File: src/design/chae_pkg.sv
// ----------------------------------------------------------------------------
// chae_pkg
// shared types, codes and helpers of the convex hull area engine
// ----------------------------------------------------------------------------
package chae_pkg;

  localparam int COORD_W = 16;
  localparam int DIFF_W  = COORD_W + 1;
  localparam int PROD_W  = 2 * DIFF_W;
  localparam int AREA_W  = 34;
  localparam int PCNT_W  = 7;
  localparam int OP_W    = 2;
  localparam int STAT_W  = 2;

  typedef struct packed {
    logic signed [COORD_W-1:0] x;
    logic signed [COORD_W-1:0] y;
  } pt_t;

  typedef enum logic [OP_W-1:0] {
    OP_CLEAR  = 2'd0,
    OP_ADD    = 2'd1,
    OP_REMOVE = 2'd2,
    OP_HULL   = 2'd3
  } opcode_t;

  localparam logic [STAT_W-1:0] STAT_OK        = 2'd0;
  localparam logic [STAT_W-1:0] STAT_NOT_FOUND = 2'd1;
  localparam logic [STAT_W-1:0] STAT_FULL      = 2'd2;

  // sort order: by x, then by y
  function automatic logic pt_before(pt_t a, pt_t b);
    pt_before = (a.x < b.x) || ((a.x == b.x) && (a.y < b.y));
  endfunction

endpackage

File: src/design/chae_mul.sv
// ----------------------------------------------------------------------------
// chae_mul
// shared signed multiplier with registered product
// ----------------------------------------------------------------------------
module chae_mul (
  input  logic                                 clk,
  input  logic signed [chae_pkg::DIFF_W-1:0]   a,
  input  logic signed [chae_pkg::DIFF_W-1:0]   b,
  output logic signed [chae_pkg::PROD_W-1:0]   p
);
  import chae_pkg::*;

  always_ff @(posedge clk) begin
    p <= a * b;
  end

endmodule

File: config.mk
export PLATFORM = sky130hd
export DESIGN_NAME = chae_mul
export DESIGN_NICKNAME = d
export VERILOG_FILES = /design/src/design/chae_pkg.sv /design/src/design/chae_mul.sv
export SDC_FILE = /design/constraint.sdc
export NUM_CORES = 1
export LEC_CHECK = 0
export ABC_CLOCK_PERIOD_IN_PS = 8600
export BUFFER_PORTS_ARGS = -buffer_cell sky130_fd_sc_hd__buf_4
export CORE_ASPECT_RATIO = 1.5
export CORE_MARGIN = 2
export CORE_UTILIZATION = 30
export DETAILED_ROUTE_END_ITERATION = 10
export PLACE_DENSITY = 0.55
export REMOVE_ABC_BUFFERS = 1
export SYNTH_ARGS = -nofsm -noshare
export SYNTH_HDL_FRONTEND = slang
export SYNTH_SLANG_ARGS = --single-unit
File: constraint.sdc
create_clock -name clk -period 8.6 [get_ports clk]
set_clock_uncertainty 0.2 [all_clocks]
set_input_delay 1.29 -clock clk [delete_from_list [all_inputs] [get_ports clk]]
set_output_delay 1.29 -clock clk [all_outputs]
set_load 0.01 [all_outputs]
==> metrics.yaml <==
cts:
  cts_made_buffers: 5
  cts_resized: 0
  htree_levels: 2
  cts_tree: "done"
  root_buffer: "clkbuf_16"
  cts_sinks: 34
  cts_setup_buffers: 0
  cts_hold_buffers: 0
  clock_path_buffers: 2
  clk_pin_slew_ns: 0.06
timing:
  drv_slew: 0
  period_share_pct: 82.6
  worst_hold_slack_ns: 1.17
  tightest_slew_ns: 0.636
  fmax_mhz: 141
  final-setup-viol-count: 0
  tns_ns: 0
  rsz0062_at_grt: "false"
  final-hold-violation-count: 0
  slew_headroom_pct: 57.6
  fin_crit_ns: 7.11
route:
  vias: 8130
  ant_nets: 0
  post_drt_wl_per_cell_um: 16.5
  firstDrtPassIters: 5
  viasPerCell: 4.61
  totalWireLength_um: 29000
  drcViolationCount: 0
  drt_iter0_markers: 299
final_layout:
  multi_input_area_sq_um: 9620
  largestRegisters: "p (34)"
  n_fill_cell: 4051
  syn_to_final_growth_pct: 9.38
  largest_register: "p"
  nets: 1686
  diodes: 0
  drive_gt1_share_pct: 6.22
  seq_area_sq_um: 681
  largest_reg_flops: 34
  design_area_sq_um: 12700
synth:
  synth_cell_types: 50
  ys_top_cells_by_count: "311 x inv_1, 296 x fa_1, 148 x and2_1, 142 x nand2_1, 85 x ha_1"
  synthCells: 1238
  synth-main-ff-cell: "dfxtp_1"
  netlist_area_sq_um: 11600
  synth.avg_cell_area_sq_um: 9.40
  synth-edff-count: 0
  synth_top_area_share_pct: 50.9
  yosysMostFrequentCell: "inv_1"
  yosysTopAreaCell: "fa_1"
  yosysWarnings: 0
  synth-seq-cells: 34
  ys_top_cells_by_area: "fa_1 51%, inv_1 10%, ha_1 9.1%, and2_1 8.0%, dfxtp_1 5.8%"
  synth-seq-area-share_pct: 5.85
  async_flop_share_pct: 0
global_route:
  grt_pass1_vias: 8997
  track_usage_pct: 15.1
  antenna_found_initial: 0
  grt_pass1_wl_um: 46900
  overflow: 0
  grt_max_degree: 18
place:
  dp_hpwl_um: 24700
  portBuffers: 68
  gp_congestion: 0.872
  placed_cell_area_sq_um: 12600
die:
  initial_utilization_pct: 30.4
  fp.coreArea_sq_um: 38300
  die_x_um: 165
  die_height_um: 245
  rows: 88
  io-pin-count: 69
  die_area_sq_um: 40400
setup_path:
  worstPathArrival_ns: 7.08
  critical-path-max-stage-delay_ns: 0.55
  cp_common_cell: "fa_1"
  path_cells: "buf_4 -> nand2_1 -> fa_1 -> inv_1 -> fa_1 -> inv_1 -> fa_1 -> inv_1 -> fa_1 -> fa_1 -> inv_1 -> fa_1 -> inv_1 -> ha_1 -> a21oi_2 -> nand2_1 -> a221oi_2 -> a311oi_1 -> or4b_4 -> a31oi_4 -> o21bai_1 -> xor2_1"
  cp.required_ns: 8.57
  cp-start-kind: "input port"
  cp_slowest_cell: "or4b_4"
  crit_type: "in -> reg"
  cp_max_fo: 17
  crit_path_end_kind: "register"
hold_path:
  hold_depth: 2
  hp-class: "in -> reg"
job:
  cap_viol_max_count: 0
status:
  status: "complete, no violations"
cells by family after synthesis:
| logic type | after synthesis | share of synthesized area (%) |
|---|---|---|
| XOR/XNOR | 30 | 2.26 |
| flip-flops | 34 | 5.85 |
| AND/OR/NAND/NOR | 356 | 15.4 |
| multiplexers | 1 | 0.0860 |
| adder cells (fa/ha/maj) | 381 | 60.1 |
| buffers and inverters | 354 | 11.5 |
| AO/OA/AOI/OAI | 82 | 4.80 |
per-layer routing:
| layer | up-vias | GRT usage, % | wire length, um |
|---|---|---|---|
| li1 | 3674 | - | - |
| met1 | 4275 | 16.7 | 10300 |
| met2 | 146 | 30.2 | 17200 |
| met3 | 35 | 1.50 | 854 |
| met4 | 0 | 3.48 | 738 |
| met5 | - | 0 | 0 |
cell type report:
type,instances,share of cell area (%)
multi-input combinational,850,75.6
inverter,311,9.17
sequential,34,5.35
tap,495,4.87
timing repair buffer,68,4.01
clock buffer,7,1.04
stage by stage:
step / utilization [%] / cells / setup WS, ns
finish: 33.2 / 1765 / 1.49
global route: 33.2 / 1765 / 1.19
CTS: 33.2 / 1765 / 1.49
detailed placement: 32.9 / 1758 / 1.20
global placement: 32.9 / 1758 / 1.25
floorplan: - / 1195 / 1.79
critical path: cells and delay by family:
kind / cells / cell delay [ns]
and+or+nand+nor: 3 / 0.76
adders and majority gates: 7 / 3.35
AOI/OAI and AO/OA: 5 / 1.05
xor gates and xnor gates: 1 / 0.14
buffers and inverters: 6 / 0.49
final timing paths:
path  start     to  slack, ns
max    a[7]  p[31]       1.49
min    b[0]   p[0]       1.17
layout by cell type (no fill, tap or decap), types with 6 or more instances in the layout:
cell type / synthesis / layout
ha_1: 85 / 85
inv_1: 311 / 311
o21a_1: 6 / 6
nand3_1: 8 / 8
nand2_1: 142 / 142
buf_4: 0 / 68
a21o_1: 10 / 10
dfxtp_1: 34 / 34
a21oi_1: 17 / 17
xnor2_1: 26 / 26
and2_1: 148 / 148
fa_1: 296 / 296
o21ai_0: 16 / 16
nor2_1: 32 / 32
Power is left out: the tool's default activity adds up to more than one toggle a clock period on the data nets, which glitch-free logic cannot reach.
